### config.mk
export PLATFORM = sky130hd
export DESIGN_NAME = pwm_to_stepper_phase_drive
export DESIGN_NICKNAME = d
export VERILOG_FILES = /design/src/design/pwmsd_pkg.sv /design/src/design/pwmsd_ctrl.sv /design/src/design/pwmsd_dpath.sv /design/src/design/pwm_to_stepper_phase_drive.sv
export SDC_FILE = /design/constraint.sdc
export NUM_CORES = 2
export LEC_CHECK = 0
export BUFFER_PORTS_ARGS = -buffer_cell sky130_fd_sc_hd__buf_4
export CORE_ASPECT_RATIO = 1.25
export CORE_MARGIN = 10
export CORE_UTILIZATION = 30
export DETAILED_ROUTE_END_ITERATION = 16
export GPL_ROUTABILITY_DRIVEN = 0
export PLACE_DENSITY = 0.48
export SLEW_MARGIN = 20
export SYNTH_ARGS = -nofsm -noshare
export SYNTH_HDL_FRONTEND = slang
export SYNTH_SLANG_ARGS = --single-unit
### constraint.sdc
create_clock -name clk -period 10.3 [get_ports clk]
set_input_delay 2.06 -clock clk [delete_from_list [all_inputs] [get_ports clk]]
set_output_delay 2.06 -clock clk [all_outputs]
set_load 0.1 [all_outputs]
### src/design/pwmsd_pkg.sv
// Shared types, constants and the coil table for the PWM to stepper phase drive.
// Used by pwmsd_ctrl, pwmsd_dpath and pwm_to_stepper_phase_drive; no dependencies.
package pwmsd_pkg;

    localparam int TICK_US_DEF       = 100;
    localparam int STEPS_PER_REV_DEF = 200;

    localparam longint unsigned FULL_SCALE = 32768;
    localparam longint unsigned SLOW_CAP   = 300000000;
    localparam longint unsigned IVL_RESET  = 1000000;
    localparam longint unsigned US_PER_MIN = 60000000;
    localparam longint unsigned SLOW_MULT  = 1000;

    localparam int LEVEL_W     = 17;
    localparam int MAG_W       = 16;
    localparam int FRAC_W      = 16;
    localparam int SPEED_W     = 16;
    localparam int IVL_OUT_W   = 29;
    localparam int CFG_W       = 16;
    localparam int CFG_IDX_W   = 2;
    localparam int IN_TDATA_W  = 8;
    localparam int OUT_TDATA_W = 56;

    localparam logic [CFG_IDX_W-1:0] CFG_SMOOTH    = 2'd0;
    localparam logic [CFG_IDX_W-1:0] CFG_FILTER_EN = 2'd1;
    localparam logic [CFG_IDX_W-1:0] CFG_MAX_SPEED = 2'd2;

    typedef struct packed {
        logic load_in;
        logic filt_mul;
        logic filt_add;
        logic den_mul;
        logic div_start;
        logic div_step;
        logic ivl_load;
        logic commit;
    } pwmsd_cmd_t;

    typedef struct packed {
        logic filter_en;
        logic div_last;
        logic out_free;
    } pwmsd_sts_t;

    function automatic logic [3:0] coil_row(input logic [1:0] ph);
        logic [3:0] row;
        case (ph)
            2'd0:    row = 4'hA;
            2'd1:    row = 4'h6;
            2'd2:    row = 4'h5;
            default: row = 4'h9;
        endcase
        return row;
    endfunction

endpackage

### src/design/pwmsd_ctrl.sv
// Sequencing state machine for the phase drive: filter, multiply, serial divide, commit
// (filter off: commit only). Depends on pwmsd_pkg for the command and status structs.
module pwmsd_ctrl (
    input  logic                  clk,
    input  logic                  rst_n,
    input  logic                  s_tvalid,
    output logic                  s_tready,
    input  pwmsd_pkg::pwmsd_sts_t sts,
    output pwmsd_pkg::pwmsd_cmd_t cmd
);
    import pwmsd_pkg::*;

    typedef enum logic [7:0] {
        S_IDLE = 8'b0000_0001,
        S_MUL  = 8'b0000_0010,
        S_ADD  = 8'b0000_0100,
        S_DMUL = 8'b0000_1000,
        S_DSET = 8'b0001_0000,
        S_DIV  = 8'b0010_0000,
        S_IVL  = 8'b0100_0000,
        S_FIN  = 8'b1000_0000
    } state_t;

    state_t state_reg, state_next;
    logic   in_xfer;

    assign s_tready = (state_reg == S_IDLE);
    assign in_xfer  = s_tvalid && s_tready;

    always_comb
    begin
        state_next = state_reg;
        cmd        = '0;
        case (state_reg)
            S_IDLE:
            begin
                if (in_xfer)
                begin
                    cmd.load_in = 1'b1;
                    state_next  = sts.filter_en ? S_MUL : S_FIN;
                end
            end
            S_MUL:
            begin
                cmd.filt_mul = 1'b1;
                state_next   = S_ADD;
            end
            S_ADD:
            begin
                cmd.filt_add = 1'b1;
                state_next   = S_DMUL;
            end
            S_DMUL:
            begin
                cmd.den_mul = 1'b1;
                state_next  = S_DSET;
            end
            S_DSET:
            begin
                cmd.div_start = 1'b1;
                state_next    = S_DIV;
            end
            S_DIV:
            begin
                cmd.div_step = 1'b1;
                if (sts.div_last)
                begin
                    state_next = S_IVL;
                end
            end
            S_IVL:
            begin
                cmd.ivl_load = 1'b1;
                state_next   = S_FIN;
            end
            S_FIN:
            begin
                if (sts.out_free)
                begin
                    cmd.commit = 1'b1;
                    state_next = S_IDLE;
                end
            end
            default:
            begin
                state_next = S_IDLE;
            end
        endcase
    end

    always_ff @(posedge clk or negedge rst_n)
    begin
        if (!rst_n)
        begin
            state_reg <= S_IDLE;
        end
        else
        begin
            state_reg <= state_next;
        end
    end

    a_one_item: assert property (@(posedge clk) disable iff (!rst_n)
        in_xfer |=> !s_tready)
        else $error("transfer taken while an item is in flight");

    a_ivl_after_div: assert property (@(posedge clk) disable iff (!rst_n)
        state_reg == S_IVL |-> $past(state_reg == S_DIV))
        else $error("interval load without a completed divide");

    a_fin_release: assert property (@(posedge clk) disable iff (!rst_n)
        (state_reg == S_FIN) && sts.out_free |=> state_reg == S_IDLE)
        else $error("commit did not return to idle");

endmodule

### src/design/pwmsd_dpath.sv
// Datapath for the phase drive: config registers, low-pass filter, speed multiply,
// restoring divider, elapsed timer, phase counter and output register. Uses pwmsd_pkg.
module pwmsd_dpath #(
    parameter int TICK_US       = pwmsd_pkg::TICK_US_DEF,
    parameter int STEPS_PER_REV = pwmsd_pkg::STEPS_PER_REV_DEF
) (
    input  logic                                 clk,
    input  logic                                 rst_n,
    input  pwmsd_pkg::pwmsd_cmd_t                cmd,
    output pwmsd_pkg::pwmsd_sts_t                sts,
    input  logic                                 in_a,
    input  logic                                 in_b,
    input  logic                                 cfg_we,
    input  logic [pwmsd_pkg::CFG_IDX_W-1:0]      cfg_index,
    input  logic [pwmsd_pkg::CFG_W-1:0]          cfg_data,
    input  logic                                 m_tready,
    output logic                                 m_tvalid,
    output logic [pwmsd_pkg::OUT_TDATA_W-1:0]    m_tdata
);
    import pwmsd_pkg::*;

    localparam longint unsigned UNIT     = US_PER_MIN / STEPS_PER_REV;
    localparam longint unsigned SLOW_RAW = UNIT * SLOW_MULT;
    localparam longint unsigned SLOW     = (SLOW_RAW > SLOW_CAP) ? SLOW_CAP : SLOW_RAW;
    localparam longint unsigned NUM      = UNIT * FULL_SCALE;
    localparam int NUM_W  = $clog2(NUM + 1);
    localparam int IVL_W  = $clog2(SLOW + 1);
    localparam int ELAP_W = $clog2(SLOW + TICK_US + 1);
    localparam int DEN_W  = SPEED_W + MAG_W;
    localparam int CNT_W  = $clog2(NUM_W + 1);
    localparam int PROD_W = LEVEL_W + 1 + FRAC_W + 1;

    logic [FRAC_W-1:0]         smooth_reg;
    logic                      filt_en_reg;
    logic [SPEED_W-1:0]        speed_reg;

    logic signed [LEVEL_W-1:0] level_reg;
    logic [IVL_W-1:0]          ivl_reg;
    logic [ELAP_W-1:0]         elap_reg;
    logic [1:0]                phase_reg;

    logic                      a_reg, b_reg;
    logic signed [PROD_W-1:0]  prod_reg;
    logic [DEN_W-1:0]          den_reg;
    logic [DEN_W-1:0]          rem_reg;
    logic [NUM_W-1:0]          quo_reg;
    logic [CNT_W-1:0]          cnt_reg;

    logic                      out_valid_reg;
    logic [3:0]                out_coil_reg;
    logic [1:0]                out_phase_reg;
    logic                      out_step_reg;
    logic [MAG_W-1:0]          out_mag_reg;
    logic [IVL_W-1:0]          out_ivl_reg;

    logic signed [LEVEL_W:0]   target;
    logic signed [LEVEL_W:0]   diff;
    logic signed [PROD_W-1:0]  prod_next;
    logic signed [LEVEL_W+1:0] level_sum;
    logic [LEVEL_W-1:0]        level_abs;
    logic [MAG_W-1:0]          mag;
    logic [DEN_W:0]            rem_shift;
    logic [DEN_W+1:0]          trial;
    logic                      q_bit;
    logic [ELAP_W-1:0]         elap_inc;
    logic                      restart;
    logic [1:0]                phase_next;
    logic                      step_next;

    always_comb
    begin
        if (a_reg && !b_reg)
        begin
            target = (LEVEL_W+1)'(FULL_SCALE);
        end
        else if (!a_reg && b_reg)
        begin
            target = -(LEVEL_W+1)'(FULL_SCALE);
        end
        else
        begin
            target = '0;
        end
    end

    assign diff      = target - {level_reg[LEVEL_W-1], level_reg};
    assign prod_next = diff * $signed({1'b0, smooth_reg});
    assign level_sum = {{2{level_reg[LEVEL_W-1]}}, level_reg}
                     + prod_reg[PROD_W-1:FRAC_W];
    assign level_abs = level_reg[LEVEL_W-1] ? LEVEL_W'(-level_reg) : LEVEL_W'(level_reg);
    assign mag       = level_abs[MAG_W-1:0];

    assign rem_shift = {rem_reg, quo_reg[NUM_W-1]};
    assign trial     = {1'b0, rem_shift} - {2'b00, den_reg};
    assign q_bit     = !trial[DEN_W+1];

    assign elap_inc  = elap_reg + ELAP_W'(TICK_US);
    assign restart   = elap_inc > ELAP_W'(ivl_reg);

    always_comb
    begin
        phase_next = phase_reg;
        step_next  = 1'b0;
        if (restart && (level_reg != '0))
        begin
            step_next  = 1'b1;
            phase_next = level_reg[LEVEL_W-1] ? phase_reg - 2'd1 : phase_reg + 2'd1;
        end
    end

    always_ff @(posedge clk or negedge rst_n)
    begin
        if (!rst_n)
        begin
            smooth_reg  <= FRAC_W'(7);
            filt_en_reg <= 1'b1;
            speed_reg   <= SPEED_W'(60);
        end
        else if (cfg_we)
        begin
            case (cfg_index)
                CFG_SMOOTH:    smooth_reg  <= cfg_data[FRAC_W-1:0];
                CFG_FILTER_EN: filt_en_reg <= cfg_data[0];
                CFG_MAX_SPEED: speed_reg   <= cfg_data[SPEED_W-1:0];
                default:       ;
            endcase
        end
    end

    always_ff @(posedge clk or negedge rst_n)
    begin
        if (!rst_n)
        begin
            level_reg     <= '0;
            ivl_reg       <= IVL_W'(IVL_RESET);
            elap_reg      <= '0;
            phase_reg     <= '0;
            out_valid_reg <= 1'b0;
        end
        else
        begin
            if (cmd.filt_add)
            begin
                level_reg <= level_sum[LEVEL_W-1:0];
            end
            if (cmd.ivl_load)
            begin
                if ((den_reg == '0) || (quo_reg > NUM_W'(SLOW)))
                begin
                    ivl_reg <= IVL_W'(SLOW);
                end
                else
                begin
                    ivl_reg <= quo_reg[IVL_W-1:0];
                end
            end
            if (cmd.commit)
            begin
                elap_reg      <= restart ? '0 : elap_inc;
                phase_reg     <= phase_next;
                out_valid_reg <= 1'b1;
            end
            else if (m_tready)
            begin
                out_valid_reg <= 1'b0;
            end
        end
    end

    always_ff @(posedge clk)
    begin
        if (cmd.load_in)
        begin
            a_reg <= in_a;
            b_reg <= in_b;
        end
        if (cmd.filt_mul)
        begin
            prod_reg <= prod_next;
        end
        if (cmd.den_mul)
        begin
            den_reg <= DEN_W'(speed_reg) * DEN_W'(mag);
        end
        if (cmd.div_start)
        begin
            rem_reg <= '0;
            quo_reg <= NUM_W'(NUM);
            cnt_reg <= CNT_W'(NUM_W);
        end
        else if (cmd.div_step)
        begin
            rem_reg <= q_bit ? trial[DEN_W-1:0] : rem_shift[DEN_W-1:0];
            quo_reg <= {quo_reg[NUM_W-2:0], q_bit};
            cnt_reg <= cnt_reg - CNT_W'(1);
        end
        if (cmd.commit)
        begin
            out_coil_reg  <= coil_row(phase_next);
            out_phase_reg <= phase_next;
            out_step_reg  <= step_next;
            out_mag_reg   <= mag;
            out_ivl_reg   <= ivl_reg;
        end
    end

    assign sts.filter_en = filt_en_reg;
    assign sts.div_last  = (cnt_reg == CNT_W'(1));
    assign sts.out_free  = !out_valid_reg || m_tready;

    assign m_tvalid = out_valid_reg;
    assign m_tdata  = {4'b0000, IVL_OUT_W'(out_ivl_reg), out_mag_reg, out_step_reg,
                       out_phase_reg, out_coil_reg};

    a_ivl_cap: assert property (@(posedge clk) disable iff (!rst_n)
        ivl_reg <= IVL_W'(SLOW))
        else $error("step interval above slow limit");

    a_step_needs_level: assert property (@(posedge clk) disable iff (!rst_n)
        out_valid_reg && out_step_reg |-> out_mag_reg != '0)
        else $error("step reported at zero drive level");

    a_phase_move: assert property (@(posedge clk) disable iff (!rst_n)
        cmd.commit && !step_next |=> $stable(phase_reg))
        else $error("phase moved without a step");

endmodule

### src/design/pwm_to_stepper_phase_drive.sv
// Top level of the PWM to stepper phase drive: stream ports, config port, ctrl and datapath.
// Depends on pwmsd_pkg, pwmsd_ctrl and pwmsd_dpath.
// With the filter on: filter multiply and add, speed multiply, divider setup, a restoring divide
// for the step interval (one quotient bit per cycle; NUM_W = bits of 60000000/STEPS_PER_REV*32768,
// 34 by default), interval load, then commit; with the filter off, straight to commit. Commit waits
// for a free output register, and a new item is taken only after the last one is committed.
// Reset: asynchronous, active low; level 0, interval 1000000 us, phase 0, config to defaults.
module pwm_to_stepper_phase_drive #(
    parameter int TICK_US       = pwmsd_pkg::TICK_US_DEF,
    parameter int STEPS_PER_REV = pwmsd_pkg::STEPS_PER_REV_DEF
) (
    input  logic                               clk,
    input  logic                               rst_n,
    input  logic                               s_tvalid,
    output logic                               s_tready,
    // [0] in_a, [1] in_b
    input  logic [pwmsd_pkg::IN_TDATA_W-1:0]   s_tdata,
    output logic                               m_tvalid,
    input  logic                               m_tready,
    // [3:0] coil_bits, [5:4] phase_index, [6] step_taken, [22:7] level_magnitude,
    // [51:23] interval_now
    output logic [pwmsd_pkg::OUT_TDATA_W-1:0]  m_tdata,
    input  logic                               cfg_we,
    input  logic [pwmsd_pkg::CFG_IDX_W-1:0]    cfg_index,
    input  logic [pwmsd_pkg::CFG_W-1:0]        cfg_data
);
    import pwmsd_pkg::*;

    pwmsd_cmd_t cmd;
    pwmsd_sts_t sts;

    pwmsd_ctrl u_ctrl (
        .clk      (clk),
        .rst_n    (rst_n),
        .s_tvalid (s_tvalid),
        .s_tready (s_tready),
        .sts      (sts),
        .cmd      (cmd)
    );

    pwmsd_dpath #(
        .TICK_US       (TICK_US),
        .STEPS_PER_REV (STEPS_PER_REV)
    ) u_dpath (
        .clk       (clk),
        .rst_n     (rst_n),
        .cmd       (cmd),
        .sts       (sts),
        .in_a      (s_tdata[0]),
        .in_b      (s_tdata[1]),
        .cfg_we    (cfg_we),
        .cfg_index (cfg_index),
        .cfg_data  (cfg_data),
        .m_tready  (m_tready),
        .m_tvalid  (m_tvalid),
        .m_tdata   (m_tdata)
    );

endmodule

==> Yosys cells after proc, flatten, opt, wreduce, memory -nomap -nowiden <==
Index checks and enable logic that the tools add are counted.
Widths: inputs -> output; s select.
{ "word_totals": {"output_inout_bits": 58, "ff_bits": 310} }
{ "classes": {"n_eq_ne": 16, "reduce_logical": 19, "n_mux": 27, "add_sub_neg": 8, "mul": 2, "magnitude_cmp": 2} }
{ "op_table": {"columns": ["cell", "n"], "rows": [
  ["$pmux 8 s8", 1],
  ["$mux 29", 2],
  ["$mux 18", 2],
  ["$gt 34x29->1 const B", 1],
  ["$sub 33x32->34", 1],
  ["$mul 18x17->33", 1],
  ["$logic_not 32->1", 1],
  ["$mul 16x16->32", 1],
  ["$mux 32", 1],
  ["$mux 8", 4],
  ["$add 29x7->29 const B", 1],
  ["$gt 29x29->1", 1],
  ["$sub 18x18->18", 1],
  ["$add 17x17->17", 1],
  ["$reduce_bool 17->1", 1],
  ["$mux 16", 1],
  ["$neg 16->16", 1],
  ["$mux 1", 13],
  ["$pmux 4 s3", 1],
  ["$eq 8x1->1 const B", 1],
  ["$eq 8x2->1 const B", 1],
  ["$eq 8x3->1 const B", 1],
  ["$eq 8x4->1 const B", 1],
  ["$eq 8x5->1 const B", 1],
  ["18 further kinds", 33]
]} }

==> Longest topological paths before layout <==
{ "depth": {"ltp_word": 6, "mapped_depth": 32, "ltp_nobuf": 31} }

==> Modules after synthesis <==
Synthesis repeated with hierarchy kept, for this count alone.
{ "unflattened": {"hier_cells": 3582, "area_unflattened_um2": 33612.2} }
{ "by_module_without_submodules": {"columns": ["mod", "instances", "cells_per_inst", "area_per_inst_um2"], "rows": [
  ["pwmsd_dpath", 1, 3527, 33081.7],
  ["pwmsd_ctrl", 1, 55, 530.5]
]} }

==> Worst setup path after synthesis <==
Ideal clock, no wire load.
{ "synth_path": {"path_type": "reg-to-reg", "start": "register u_dpath.level_reg[0]", "end": "register u_dpath.prod_reg[30], data pin", "required_ps": 10038, "arrival_ps": 8215, "setup_slack_ps": 1823, "setup_time_ps": 262, "path_stages_with_launch": 28, "path_cell_list": "dfrtp_1 -> or3_4 -> or3_4 -> or3_4 -> or3_4 -> or3_1 -> xor2_1 -> clkbuf_1 -> nand2_1 -> fa_1 -> fa_1 -> fa_1 -> inv_1 -> fa_1 -> fa_1 -> inv_1 -> fa_1 -> inv_1 -> ha_1 -> a21o_1 -> a21oi_1 -> a41oi_1 -> o311ai_1 -> a21oi_1 -> or3_1 -> a21oi_1 -> o21bai_1 -> xor2_1"} }
{ "synth_between": {"elab_chain_len": 2} }
{ "synth_lines": {"columns": ["element", "line", "rtl"], "rows": [
  ["start: declaration", "pwmsd_dpath.sv:37", "logic signed [LEVEL_W-1:0] level_reg;"],
  ["start signal: assignment", "pwmsd_dpath.sv:144", "level_reg <= level_sum[LEVEL_W-1:0];"],
  ["$sub 18x18->18", "pwmsd_dpath.sv:86", "assign diff = target - {level_reg[LEVEL_W-1], level_reg};"],
  ["$mul 18x17->33", "pwmsd_dpath.sv:87", "assign prod_next = diff * $signed({1'b0, smooth_reg});"],
  ["net u_dpath.prod_next[30]", "pwmsd_dpath.sv:58", "logic signed [PROD_W-1:0] prod_next;"],
  ["end signal: assignment", "pwmsd_dpath.sv:179", "prod_reg <= prod_next;"],
  ["end: declaration", "pwmsd_dpath.sv:43", "logic signed [PROD_W-1:0] prod_reg;"]
]} }
The timed path passes the listed nets, and every way through them passes these cells.
A chain may end at the register's enable or synchronous reset.

==> Final worst setup path <==
{ "layout_path": {"start": "register u_dpath.level_reg[2]", "end": "register u_dpath.prod_reg[30], data pin"} }
The elaborated chain is that of the path after synthesis.

==> run metrics <==
Slew Limit Fails 0; CP max FO 16; final hold vios 0; CP required 10.61 ns; Num CTS Buffers 36; most numerous cell on the critical path fa_1; Final min period 9.02 ns; total setup buffers inserted after CTS 0; Die X 319 µm; cts hold-fix bufs 0; number of flip-flops in the largest register 34; crit end category flip-flop; period utilization 87.5%; Pre-Repair DR Iteration Count 5; core area 111,000 µm²; maxcap violations 0; DRC 0; Mapped Area 33,500 µm²; Most used DFF post-synth edfxtp_1; clk buf depth 3; crit path kind reg2reg; most common cell after layout, fill and taps aside inv_1; clk_skew 0.0184 ns; I/O pins 89; wire length per cell 17.5 µm; Clock Pin Slew Worst Setup and Hold Paths 0.06 ns; Max Fclk 111 MHz; Yosys reg bits 292; Cells after Synth 3,614; Startpoint Class flip-flop; Starting Density 30.1%; main area contributors after synthesis fa_1 (28%), ha_1 (10%), edfxtp_1 (9.2%); tightest hold margin 0.448 ns; most frequent cells in the layout inv_1 (685), nand2_1 (500), fa_1 (469); Max stage delay on crit path 0.54 ns; initial antenna violation count 0; Final ANT Viol Nets 0; H-Tree Depth 2; Clock Sinks 292; overall routing resource usage 14.4%; Crit-path slowest cell fa_1; crit path DAT 9.32 ns; Ys Warns 0; via/cell ratio 4.66; status complete, no violations; Iter 0 DRT Violations 1,143; worst skew pair latency 0.57 ns; post-synth cell types 72; largest net degree at the start of global routing 69; asr flop ratio synth 40.1%; synthesis-to-layout area growth 10.8%; Layout Nets 4,429; post-synthesis sequential area ratio 22.3%; hold crit path type reg2reg; HP Start u_dpath.ivl_reg[13]; filler instances 11.5k; vias in the first global route 25.8k; GRT overflow 0; number of flops mapped to enable cells by yosys 103; setup violators final 0; share of the synthesized area in the top cell type 28.0%; CTS resizes 0; setup TNS 0 ns; TritonCTS clock tree done; Die Height 394 µm; Detailed Place HPWL 69.4 mm; # rows 137; cell taking the most area after synthesis fa_1; first-pass GRT wire length 146 mm; r2r startpoint u_dpath.level_reg[2]; final wirelength 89.9 mm; Die Area 126,000 µm²; Vias 24.0k; layout cells sized above 1 7.69%; Tightest Pin Transition 1.05 ns; Port Buf Inserts 78; Mean Syn Cell Area 9.27 µm²; RSZ-0062 raised after global routing no; Root Buffer clkbuf_16; Critical Path Source u_dpath.level_reg[2]; Slew HR 29.5%
final cells by class:
| type | instances | area [µm²] | share of cell area, % |
|---|---|---|---|
| antenna | 1 | 2.50 | 0.00674 |
| clock buffer | 43 | 948 | 2.55 |
| timing repair buffer | 142 | 1070 | 2.88 |
| tap | 1459 | 1830 | 4.92 |
| sequential | 292 | 7480 | 20.2 |
| clock inverter | 23 | 239 | 0.644 |
| multi-input combinational | 2496 | 23000 | 61.9 |
| inverter | 686 | 2580 | 6.94 |
worst max-delay path: cells and delay by family, from the launching register on:
family / cells / cell delay [ns]
buffers and inverters: 5 / 0.65
adder cells (fa/ha/maj): 7 / 3.37
AO/OA/AOI/OAI: 7 / 1.39
AND/OR/NAND/NOR: 8 / 2.58
XOR/XNOR: 2 / 0.30
flip-flops: 1 / 0.45
Yosys cell counts, drive strengths merged (18+ instances only):
master and number:
mux2i 19, nor2b 66, o211ai 18, nand3 40, nor4 20, xor2 54, nor2 97, inv 686
ha 275, o21ai 113, edfxtp 103, clkbuf 122, and3 23, a211oi 31, a21o 22, nor3 39
or3 26, nand2 501, xnor2 102, dfxtp 72, fa 469, mux2 36, a21oi 130, buf 21
and2 223, dfrtp 101
routing by layer:
| layer | share of wire, % | up-vias | wire (µm) | GRT usage, % |
|---|---|---|---|---|
| met5 | 0 | - | 0 | 0 |
| met4 | 2.7 | 0 | 2450 | 4.10 |
| met3 | 2.3 | 113 | 2080 | 0.960 |
| met2 | 53 | 323 | 47300 | 27.1 |
| met1 | 42 | 12042 | 38100 | 17.4 |
| li1 | - | 11473 | - | - |
path summary, 6_finish.rpt:
check | end | slack, ns | depth (start not counted)
setup / recovery | u_dpath.prod_reg[30] | 1.28 | 29
hold / removal | u_dpath.out_ivl_reg[13] | 0.45 | 0
setup reg to reg | u_dpath.prod_reg[30] | 1.28 | 29
hold reg to reg | u_dpath.out_ivl_reg[13] | 0.45 | 0
max in group asynchronous | u_dpath.smooth_reg[12] | 7.50 | 2
min in group asynchronous | u_dpath.elap_reg[13] | 1.52 | 1
stage by stage:
step / utilization [%] / std cells / area (µm²) / setup slack (ns)
finish: 33.4 / 5142 / 37100 / 1.28
global route: 33.4 / 5141 / 37100 / 0.931
CTS: 33.4 / 5141 / 37100 / 1.24
detailed placement: 32.3 / 5075 / 35900 / 1.29
global placement: 32.3 / 5075 / 35900 / 1.30
floorplan: - / 3617 / 33500 / 1.82
kinds of logic after synthesis:
group                      share of synthesized area [%]
and+or+nand+nor                                     16.1
buffers and inverters                               9.39
adders and majority gates                           38.3
AOI/OAI and AO/OA                                   7.97
DFF                                                 22.3
xor gates and xnor gates                            4.08
muxes                                               1.79
other                                             0.0112
Power is left out: the tool's default activity adds up to more than one toggle a clock period on the data nets, which glitch-free logic cannot reach.
